[src/hw/rtl/dsfm_pkg.sv]
// Shared types and codes for the sound FIFO mixer.
`timescale 1ns / 1ps

package dsfm_pkg;

    localparam int CFG_INDEX_W = 3;
    localparam int CFG_DATA_W  = 2;

    typedef enum logic [1:0] {
        FUNC_PUSH_A = 2'd0,
        FUNC_PUSH_B = 2'd1,
        FUNC_TIMER  = 2'd2,
        FUNC_SAMPLE = 2'd3
    } func_t;

    typedef enum logic [CFG_INDEX_W-1:0] {
        REG_VOLUME_A_FULL  = 3'd0,
        REG_VOLUME_B_FULL  = 3'd1,
        REG_PAN_A          = 3'd2,
        REG_PAN_B          = 3'd3,
        REG_TIMER_A_SELECT = 3'd4,
        REG_TIMER_B_SELECT = 3'd5,
        REG_MASTER_ENABLE  = 3'd6
    } cfg_reg_t;

    // Per-channel command, valid only in the cycle a request is accepted
    typedef struct packed {
        logic push;
        logic pop;
        logic clear;
    } fifo_cmd_t;

    typedef struct packed {
        logic signed [15:0] left_out;
        logic signed [15:0] right_out;
        logic               sample_valid;
        logic               refill_a;
        logic               refill_b;
        logic [5:0]         level_a;
        logic [5:0]         level_b;
    } result_t;

endpackage

[src/hw/rtl/dsfm_fifo.sv]
// Byte ring FIFO for one sound channel with its held output sample.
`timescale 1ns / 1ps

module dsfm_fifo #(
    parameter int DEPTH        = 32,
    parameter int REFILL_LEVEL = 16
) (
    input  logic                       aclk,
    input  logic                       aresetn,
    input  dsfm_pkg::fifo_cmd_t        cmd,
    input  logic [31:0]                word,
    output logic [7:0]                 held,
    output logic [$clog2(DEPTH+1)-1:0] level_next,
    output logic                       refill
);
    import dsfm_pkg::*;

    localparam int AW = $clog2(DEPTH);
    localparam int CW = $clog2(DEPTH + 1);
    localparam int SW = CW + 2;

    logic [7:0]    store_reg [DEPTH];
    logic [AW-1:0] head_reg, head_next;
    logic [CW-1:0] count_reg, count_next;
    logic [7:0]    held_reg, held_next;
    logic [CW-1:0] count_dec;
    logic [CW:0]   count_plus4;
    logic [3:0]    wr_en;
    logic [AW-1:0] wr_addr [4];
    logic [SW-1:0] slot;

    always_comb begin
        count_dec   = count_reg - CW'(1);
        count_plus4 = {1'b0, count_reg} + (CW+1)'(4);
        for (int i = 0; i < 4; i++) begin
            wr_en[i] = cmd.push &&
                       (({1'b0, count_reg} + (CW+1)'(i)) < (CW+1)'(DEPTH));
            slot = SW'(head_reg) + SW'(count_reg) + SW'(i);
            // slot stays below twice the depth whenever the byte is written
            if (slot >= SW'(DEPTH)) begin
                slot = slot - SW'(DEPTH);
            end
            wr_addr[i] = slot[AW-1:0];
        end
    end

    always_comb begin
        head_next  = head_reg;
        count_next = count_reg;
        held_next  = held_reg;
        refill     = 1'b0;
        if (cmd.push) begin
            count_next = (count_plus4 > (CW+1)'(DEPTH)) ? CW'(DEPTH) : count_plus4[CW-1:0];
        end else if (cmd.pop) begin
            // empty FIFO: keep the held sample, raise no refill
            if (count_reg != '0) begin
                held_next  = store_reg[head_reg];
                head_next  = (head_reg == AW'(DEPTH - 1)) ? '0 : head_reg + AW'(1);
                count_next = count_dec;
                refill     = (32'(count_dec) <= 32'(REFILL_LEVEL));
            end
        end else if (cmd.clear) begin
            count_next = '0;
        end
    end

    always_ff @(posedge aclk) begin
        if (!aresetn) begin
            head_reg  <= '0;
            count_reg <= '0;
            held_reg  <= '0;
        end else begin
            head_reg  <= head_next;
            count_reg <= count_next;
            held_reg  <= held_next;
        end
    end

    always_ff @(posedge aclk) begin
        for (int i = 0; i < 4; i++) begin
            if (wr_en[i]) begin
                store_reg[wr_addr[i]] <= word[8*i +: 8];
            end
        end
    end

    assign held       = held_reg;
    assign level_next = count_next;

`ifndef SYNTHESIS
    a_count_bound: assert property (@(posedge aclk) disable iff (!aresetn)
        count_reg <= CW'(DEPTH))
        else $error("FIFO count beyond depth");

    a_refill_needs_pop: assert property (@(posedge aclk) disable iff (!aresetn)
        refill |-> (cmd.pop && count_reg != '0 && !cmd.push))
        else $error("refill raised without a pop");

    a_clear_empties: assert property (@(posedge aclk) disable iff (!aresetn)
        (cmd.clear && !cmd.push && !cmd.pop) |=> (count_reg == '0))
        else $error("clear left bytes queued");
`endif

endmodule

[src/hw/rtl/dma_sound_fifo_mixer.sv]
// Dual sound FIFO stereo mixer: top level with register file, mixing and output buffer.
`timescale 1ns / 1ps

// Takes one request per clock: a word push into FIFO A or B, a timer overflow that pops
// the channels tied to that timer, or a sample request that applies the clear strobes
// and mixes the two held samples into a 16-bit stereo pair. Every request produces one
// result, registered in the output register or the skid entry; all of the work (byte
// writes, pop, mixing with a shift-and-subtract scale) is combinational ahead of the
// output register. An output register plus one skid entry lets s_ready stay high while
// one result waits on m_ready, so the sustained rate is one request per cycle and
// s_ready drops only when two results are waiting.
module dma_sound_fifo_mixer #(
    parameter int FIFO_DEPTH   = 32,
    parameter int REFILL_LEVEL = 16
) (
    input  logic                             aclk,
    input  logic                             aresetn,
    input  logic                             cfg_we,
    input  logic [dsfm_pkg::CFG_INDEX_W-1:0] cfg_index,
    input  logic [dsfm_pkg::CFG_DATA_W-1:0]  cfg_wdata,
    input  logic                             s_valid,
    output logic                             s_ready,
    input  logic [1:0]                       s_func,
    input  logic [31:0]                      s_word,
    input  logic [1:0]                       s_timer_index,
    input  logic                             s_clear_a,
    input  logic                             s_clear_b,
    output logic                             m_valid,
    input  logic                             m_ready,
    output logic signed [15:0]               m_left_out,
    output logic signed [15:0]               m_right_out,
    output logic                             m_sample_valid,
    output logic                             m_refill_a,
    output logic                             m_refill_b,
    output logic [5:0]                       m_level_a,
    output logic [5:0]                       m_level_b
);
    import dsfm_pkg::*;

    localparam int CW = $clog2(FIFO_DEPTH + 1);

    logic       volume_a_full_reg, volume_b_full_reg;
    logic [1:0] pan_a_reg, pan_b_reg;
    logic       timer_a_select_reg, timer_b_select_reg;
    logic       master_enable_reg;

    logic          accept;
    fifo_cmd_t     cmd_a, cmd_b;
    logic [7:0]    held_a, held_b;
    logic [CW-1:0] level_a_next, level_b_next;
    logic          refill_a, refill_b;

    logic signed [9:0] base_a, base_b, contrib_a, contrib_b;
    logic signed [9:0] mix_left, mix_right;
    result_t           res;

    result_t main_reg, skid_reg;
    logic    main_valid_reg, skid_valid_reg;
    logic    take;

    // Clamp to +-256 (1/256 units), scale by 32767/256, round half away from zero
    function automatic logic signed [15:0] scale_out(input logic signed [9:0] sum);
        logic signed [9:0] clamped;
        logic [8:0]        mag;
        logic [23:0]       prod;
        logic [15:0]       q;
        if (sum > 10'sd256) begin
            clamped = 10'sd256;
        end else if (sum < -10'sd256) begin
            clamped = -10'sd256;
        end else begin
            clamped = sum;
        end
        mag  = clamped[9] ? 9'(-clamped) : 9'(clamped);
        prod = {mag, 15'b0} - 24'(mag);
        q    = 16'((prod + 24'd128) >> 8);
        return clamped[9] ? signed'(-q) : signed'(q);
    endfunction

    always_ff @(posedge aclk) begin
        if (!aresetn) begin
            volume_a_full_reg  <= 1'b0;
            volume_b_full_reg  <= 1'b0;
            pan_a_reg          <= 2'b00;
            pan_b_reg          <= 2'b00;
            timer_a_select_reg <= 1'b0;
            timer_b_select_reg <= 1'b0;
            master_enable_reg  <= 1'b0;
        end else if (cfg_we) begin
            unique case (cfg_index)
                REG_VOLUME_A_FULL:  volume_a_full_reg  <= cfg_wdata[0];
                REG_VOLUME_B_FULL:  volume_b_full_reg  <= cfg_wdata[0];
                REG_PAN_A:          pan_a_reg          <= cfg_wdata[1:0];
                REG_PAN_B:          pan_b_reg          <= cfg_wdata[1:0];
                REG_TIMER_A_SELECT: timer_a_select_reg <= cfg_wdata[0];
                REG_TIMER_B_SELECT: timer_b_select_reg <= cfg_wdata[0];
                REG_MASTER_ENABLE:  master_enable_reg  <= cfg_wdata[0];
                default: ;
            endcase
        end
    end

    assign s_ready = !skid_valid_reg;
    assign accept  = s_valid && s_ready;

    // Timer indexes two and three never match a one-bit select
    always_comb begin
        cmd_a.push  = accept && (s_func == FUNC_PUSH_A);
        cmd_b.push  = accept && (s_func == FUNC_PUSH_B);
        cmd_a.pop   = accept && (s_func == FUNC_TIMER) &&
                      (s_timer_index == {1'b0, timer_a_select_reg});
        cmd_b.pop   = accept && (s_func == FUNC_TIMER) &&
                      (s_timer_index == {1'b0, timer_b_select_reg});
        cmd_a.clear = accept && (s_func == FUNC_SAMPLE) && s_clear_a;
        cmd_b.clear = accept && (s_func == FUNC_SAMPLE) && s_clear_b;
    end

    dsfm_fifo #(
        .DEPTH        (FIFO_DEPTH),
        .REFILL_LEVEL (REFILL_LEVEL)
    ) u_fifo_a (
        .aclk       (aclk),
        .aresetn    (aresetn),
        .cmd        (cmd_a),
        .word       (s_word),
        .held       (held_a),
        .level_next (level_a_next),
        .refill     (refill_a)
    );

    dsfm_fifo #(
        .DEPTH        (FIFO_DEPTH),
        .REFILL_LEVEL (REFILL_LEVEL)
    ) u_fifo_b (
        .aclk       (aclk),
        .aresetn    (aresetn),
        .cmd        (cmd_b),
        .word       (s_word),
        .held       (held_b),
        .level_next (level_b_next),
        .refill     (refill_b)
    );

    always_comb begin
        base_a    = 10'(signed'(held_a));
        base_b    = 10'(signed'(held_b));
        contrib_a = volume_a_full_reg ? (base_a <<< 1) : base_a;
        contrib_b = volume_b_full_reg ? (base_b <<< 1) : base_b;
        mix_left  = (pan_a_reg[1] ? contrib_a : 10'sd0) + (pan_b_reg[1] ? contrib_b : 10'sd0);
        mix_right = (pan_a_reg[0] ? contrib_a : 10'sd0) + (pan_b_reg[0] ? contrib_b : 10'sd0);

        res.sample_valid = (s_func == FUNC_SAMPLE);
        res.left_out     = (res.sample_valid && master_enable_reg) ? scale_out(mix_left)
                                                                   : 16'sd0;
        res.right_out    = (res.sample_valid && master_enable_reg) ? scale_out(mix_right)
                                                                   : 16'sd0;
        res.refill_a     = refill_a;
        res.refill_b     = refill_b;
        res.level_a      = 6'(level_a_next);
        res.level_b      = 6'(level_b_next);
    end

    assign take = main_valid_reg && m_ready;

    // Output register with one skid entry behind it
    always_ff @(posedge aclk) begin
        if (!aresetn) begin
            main_valid_reg <= 1'b0;
            skid_valid_reg <= 1'b0;
        end else if (take) begin
            if (skid_valid_reg) begin
                skid_valid_reg <= 1'b0;
            end else begin
                main_valid_reg <= accept;
            end
        end else if (accept) begin
            if (main_valid_reg) begin
                skid_valid_reg <= 1'b1;
            end else begin
                main_valid_reg <= 1'b1;
            end
        end
    end

    always_ff @(posedge aclk) begin
        if (take) begin
            main_reg <= skid_valid_reg ? skid_reg : res;
        end else if (accept) begin
            if (main_valid_reg) begin
                skid_reg <= res;
            end else begin
                main_reg <= res;
            end
        end
    end

    assign m_valid        = main_valid_reg;
    assign m_left_out     = main_reg.left_out;
    assign m_right_out    = main_reg.right_out;
    assign m_sample_valid = main_reg.sample_valid;
    assign m_refill_a     = main_reg.refill_a;
    assign m_refill_b     = main_reg.refill_b;
    assign m_level_a      = main_reg.level_a;
    assign m_level_b      = main_reg.level_b;

`ifndef SYNTHESIS
    a_skid_behind_main: assert property (@(posedge aclk) disable iff (!aresetn)
        skid_valid_reg |-> main_valid_reg)
        else $error("skid entry held with empty output register");

    a_mix_only_on_sample: assert property (@(posedge aclk) disable iff (!aresetn)
        (main_valid_reg && !main_reg.sample_valid) |->
            (main_reg.left_out == 16'sd0 && main_reg.right_out == 16'sd0))
        else $error("non-sample result carries mixed audio");

    a_no_refill_on_sample: assert property (@(posedge aclk) disable iff (!aresetn)
        (main_valid_reg && main_reg.sample_valid) |->
            (!main_reg.refill_a && !main_reg.refill_b))
        else $error("refill reported on a sample result");
`endif

endmodule

[config.mk]
export PLATFORM = sky130hd
export DESIGN_NAME = dma_sound_fifo_mixer
export DESIGN_NICKNAME = d
export VERILOG_FILES = /design/src/hw/rtl/dsfm_pkg.sv /design/src/hw/rtl/dsfm_fifo.sv /design/src/hw/rtl/dma_sound_fifo_mixer.sv
export SDC_FILE = /design/constraint.sdc
export NUM_CORES = 2
export LEC_CHECK = 0
export ABC_CLOCK_PERIOD_IN_PS = 5810
export CELL_PAD_IN_SITES_DETAIL_PLACEMENT = 0
export CELL_PAD_IN_SITES_GLOBAL_PLACEMENT = 1
export CORE_ASPECT_RATIO = 2
export CORE_MARGIN = 2
export CORE_UTILIZATION = 45
export CTS_CLUSTER_SIZE = 20
export DETAILED_ROUTE_END_ITERATION = 16
export DONT_BUFFER_PORTS = 1
export PLACE_DENSITY = 0.83
export SYNTH_ARGS = -nofsm -noshare
export SYNTH_HDL_FRONTEND = slang
export SYNTH_SLANG_ARGS = --single-unit
[constraint.sdc]
create_clock -name aclk -period 5.81 [get_ports aclk]
set_input_delay 0.581 -clock aclk [delete_from_list [all_inputs] [get_ports aclk]]
set_output_delay 0.581 -clock aclk [all_outputs]
set_load 0.01 [all_outputs]
==> impl_metrics.json <==
{
  "place_congestion": 1.00,
  "place_ws_ns": -0.0989,
  "postLayoutCellArea_um2": 52100,
  "pin_count": 97,
  "violations": "hold timing",
  "required_ns": 6.25,
  "ys_seq_area_share_pct": 40.3,
  "ant_nets": 0,
  "r2r-start": "volume_a_full_reg$_SDFFE_PN0P_",
  "drive_above_1_share_pct": 15.3,
  "wire_per_inst_um": 29.9,
  "drt-pass1-iter-count": 9,
  "seqCellArea_um2": 19200,
  "finalWirelength_um": 195000,
  "syn_to_final_growth_pct": 9.51,
  "cts_sinks": 655,
  "cp-end-kind": "flop",
  "critPathArrivalTime_ns": 6.00,
  "die_x_um": 234,
  "max_cap_violations": 0,
  "nets": 5205,
  "finish.utilization_pct": 49.7,
  "final_hold_viol_count": 1,
  "root_buffer": "clkbuf_16",
  "grt_remaining_overflow": 0,
  "avgSynthCellArea_um2": 9.09,
  "synth_area_leader_cell": "edfxtp_1",
  "vias_per_cell": 6.46,
  "whs_path_depth": 2,
  "fin_hold_ws_ns": -0.00264,
  "clock_latency_ns": 0.74,
  "hold_path.class": "in2reg",
  "clk_pin_slew_ns": 0.07,
  "synthCells": 5233,
  "power_density_nw_per_um2": 198,
  "whs_endpoint": "pan_a_reg[0]$_SDFFE_PN0P_",
  "first_global_vias": 41600,
  "yosys-top-cells-area": "edfxtp_1 38%, mux2i_1 11%, o21ai_0 8.7%",
  "ir_drop_uv": 273,
  "synth_top_area_share_pct": 38.3,
  "num_rows": 168,
  "async_reset_ff_share_pct": 0,
  "yosys_warnings": 0,
  "die_h_um": 464,
  "grt_pass1_wl_um": 281000,
  "cts_buffer_depth": 3,
  "critPathLaunchType": "flop",
  "h-tree-depth": 2,
  "syn_area_um2": 47500,
  "drt_iter0_markers": 4174,
  "dp_hpwl_um": 122000,
  "grt_max_degree": 70,
  "min_period_ns": 5.56,
  "layout_setup_ws_ns": 0.248,
  "grt.total_usage_pct": 35.7,
  "multi_input_area_um2": 26800,
  "worstSetupPathType": "reg2reg",
  "fmax_ghz": 0.180,
  "max-slew-margin-rel_pct": 5.65,
  "drv_slew": 0,
  "synth_commonest_cells": "1039 x nand2_1, 830 x o21ai_0, 606 x edfxtp_1",
  "cts_tree": "built",
  "die_area_um2": 108000,
  "initial_utilization_pct": 45.4,
  "ff2ff_path_depth": 27,
  "tightest_slew_ns": 1.41,
  "cp_max_fo": 6,
  "numCtsBuffers": 61,
  "synth_nets": 5335,
  "portBuffers": 0,
  "ys.flop_type": "edfxtp_1",
  "fp.coreArea_um2": 105000,
  "antenna_found_initial": 9,
  "setup_viol": 0,
  "outcome": "complete, but fails checks",
  "r2r-end": "m_left_out[12]$_DFFE_PP_",
  "rrSetupSlack_ns": 0.25,
  "synth_edf_count": 606,
  "clock_skew_ns": 0.0394,
  "synth_most_common_cell": "nand2_1",
  "place_area_um2": 49500,
  "hold_start": "cfg_wdata[0]",
  "num_vias": 42100,
  "fill_cells": 9776,
  "drc": 0,
  "post-route-period-util_pct": 95.7,
  "leakage_uw": 0.0189,
  "synth-seq-cells": 655,
  "ys_types": 98
}
==> routing by layer <==
layer / share of wire (%) / routed length (µm) / vias to the layer above / track usage [%]
li1: - / - / 18600 / -
met1: 30 / 57500 / 19800 / 33.5
met2: 50 / 96700 / 2566 / 62.2
met3: 8.6 / 16700 / 1089 / 7.69
met4: 12 / 24000 / 8 / 35.5
met5: 0.028 / 54 / - / 0
==> cell type report <==
class                   instances  share of cell area, %
multi-input cells            4073                   51.5
diodes                          7                 0.0336
clock inverters                45                   1.07
well taps                    1360                   3.27
repair buffers                273                   3.97
clock buffers                  68                   3.00
inverters                      39                  0.281
flip-flops and latches        655                   36.9
==> through the flow <==
| step | TNS [ns] | std cells | total power (µW) | hold slack, ns |
|---|---|---|---|---|
| final | 0 | 6520 | 10300 | -0.00264 |
| after global routing | -0.0360 | 6514 | 10600 | 0.0148 |
| after CTS | -0.0210 | 6499 | 10300 | 0.00342 |
| after detailed placement | -0.317 | 6382 | 5990 | 0.501 |
| after global placement | -0.0182 | 6382 | 5970 | 0.493 |
| after floorplan | 0 | 5233 | 5990 | 0.482 |
==> report_power, final <==
group	leakage [µW]	switching (µW)	total [µW]	internal, µW
combinational	0.0120	361	637	275
clock	0.00102	2020	4420	2400
sequential	0.00588	56.0	5270	5210
total	0.0189	2440	10300	7890
==> layout by cell type (no fill, tap or decap), types with 8 or more instances in the layout <==
cell type / netlist / final
a211oi_1: 29 / 26
a21o_1: 14 / 14
a21oi_1: 195 / 191
a21oi_2: 4 / 8
a31oi_1: 14 / 13
and2_1: 33 / 33
and3_1: 15 / 12
buf_4: 0 / 270
bufinv_16: 0 / 10
clkbuf_16: 0 / 61
clkinv_1: 2 / 9
clkinv_2: 0 / 13
clkinvlp_4: 0 / 8
dfxtp_1: 49 / 43
edfxtp_1: 606 / 606
ha_1: 50 / 44
inv_1: 37 / 37
mux2_2: 141 / 141
mux2i_1: 515 / 506
mux2i_2: 0 / 9
mux4_2: 160 / 160
nand2_1: 1039 / 1036
nand2b_1: 14 / 14
nand3_1: 182 / 179
nor2_1: 444 / 440
nor2b_1: 35 / 33
nor3_1: 97 / 81
nor3_2: 1 / 15
o211ai_1: 8 / 8
o21ai_0: 830 / 828
o21ai_1: 16 / 16
o22ai_1: 10 / 10
o31ai_1: 12 / 12
or4_1: 13 / 13
xnor2_1: 41 / 39
xor2_1: 22 / 21
==> critical path, stage by stage, from the launching register on <==
cell and delay, ns:
dfxtp_4 0.37, mux2i_2 0.30, buf_4 0.16, buf_4 0.10, nor2b_1 0.07, fa_2 0.39, a211o_1 0.36, and3_4 0.19
or4_4 0.53, nand2_8 0.11, a211oi_2 0.05, a21oi_1 0.15, and2_1 0.17, inv_1 0.07, ha_4 0.18, nand2_2 0.10
nor3_2 0.07, buf_4 0.16, o41a_1 0.45, a41o_1 0.29, nor2_1 0.12, nor2_2 0.07, ha_2 0.22, buf_4 0.13
inv_1 0.08, o21ai_0 0.11, xnor2_1 0.19, o21ai_0 0.09
==> cells by family (layout without fill, tap and decap cells) <==
logic type	after synthesis	in the layout	share of synthesized area, %
xor+xnor	64	64	1.19
flops	655	655	40.3
other cells	0	7	0
mux	816	816	21.8
simple gates	1926	1926	17.0
compound gates	1213	1213	14.1
buf+inv	505	425	4.04
fa+ha+maj	54	54	1.48
==> how the worst max path moves through the flow <==
stage	to	slack, ns	from	cells after the start
5_1_grt	m_left_out[10]$_DFFE_PP_	-0.03	u_fifo_a.held[0]$_SDFFE_PN0P_	25
6_report	m_left_out[12]$_DFFE_PP_	0.25	volume_a_full_reg$_SDFFE_PN0P_	27
2_1_floorplan	m_right_out[14]$_DFFE_PP_	0.04	volume_a_full_reg$_SDFFE_PN0P_	25
3_5_place_dp	m_right_out[14]$_DFFE_PP_	-0.1	volume_a_full_reg$_SDFFE_PN0P_	27
3_3_place_gp	m_right_out[14]$_DFFE_PP_	-0.02	volume_a_full_reg$_SDFFE_PN0P_	27
4_1_cts	m_right_out[14]$_DFFE_PP_	-0.02	volume_a_full_reg$_SDFFE_PN0P_	26
==> repair_timing <==
item,in CTS,in global routing
gates resized for setup,16,46
endpoints found under the setup margin,9,33
pin swaps,6,32
buffers inserted,3,14
hold endpoints to repair,8,0
hold buffers,1,0
(Power assumes the default switching activity.)
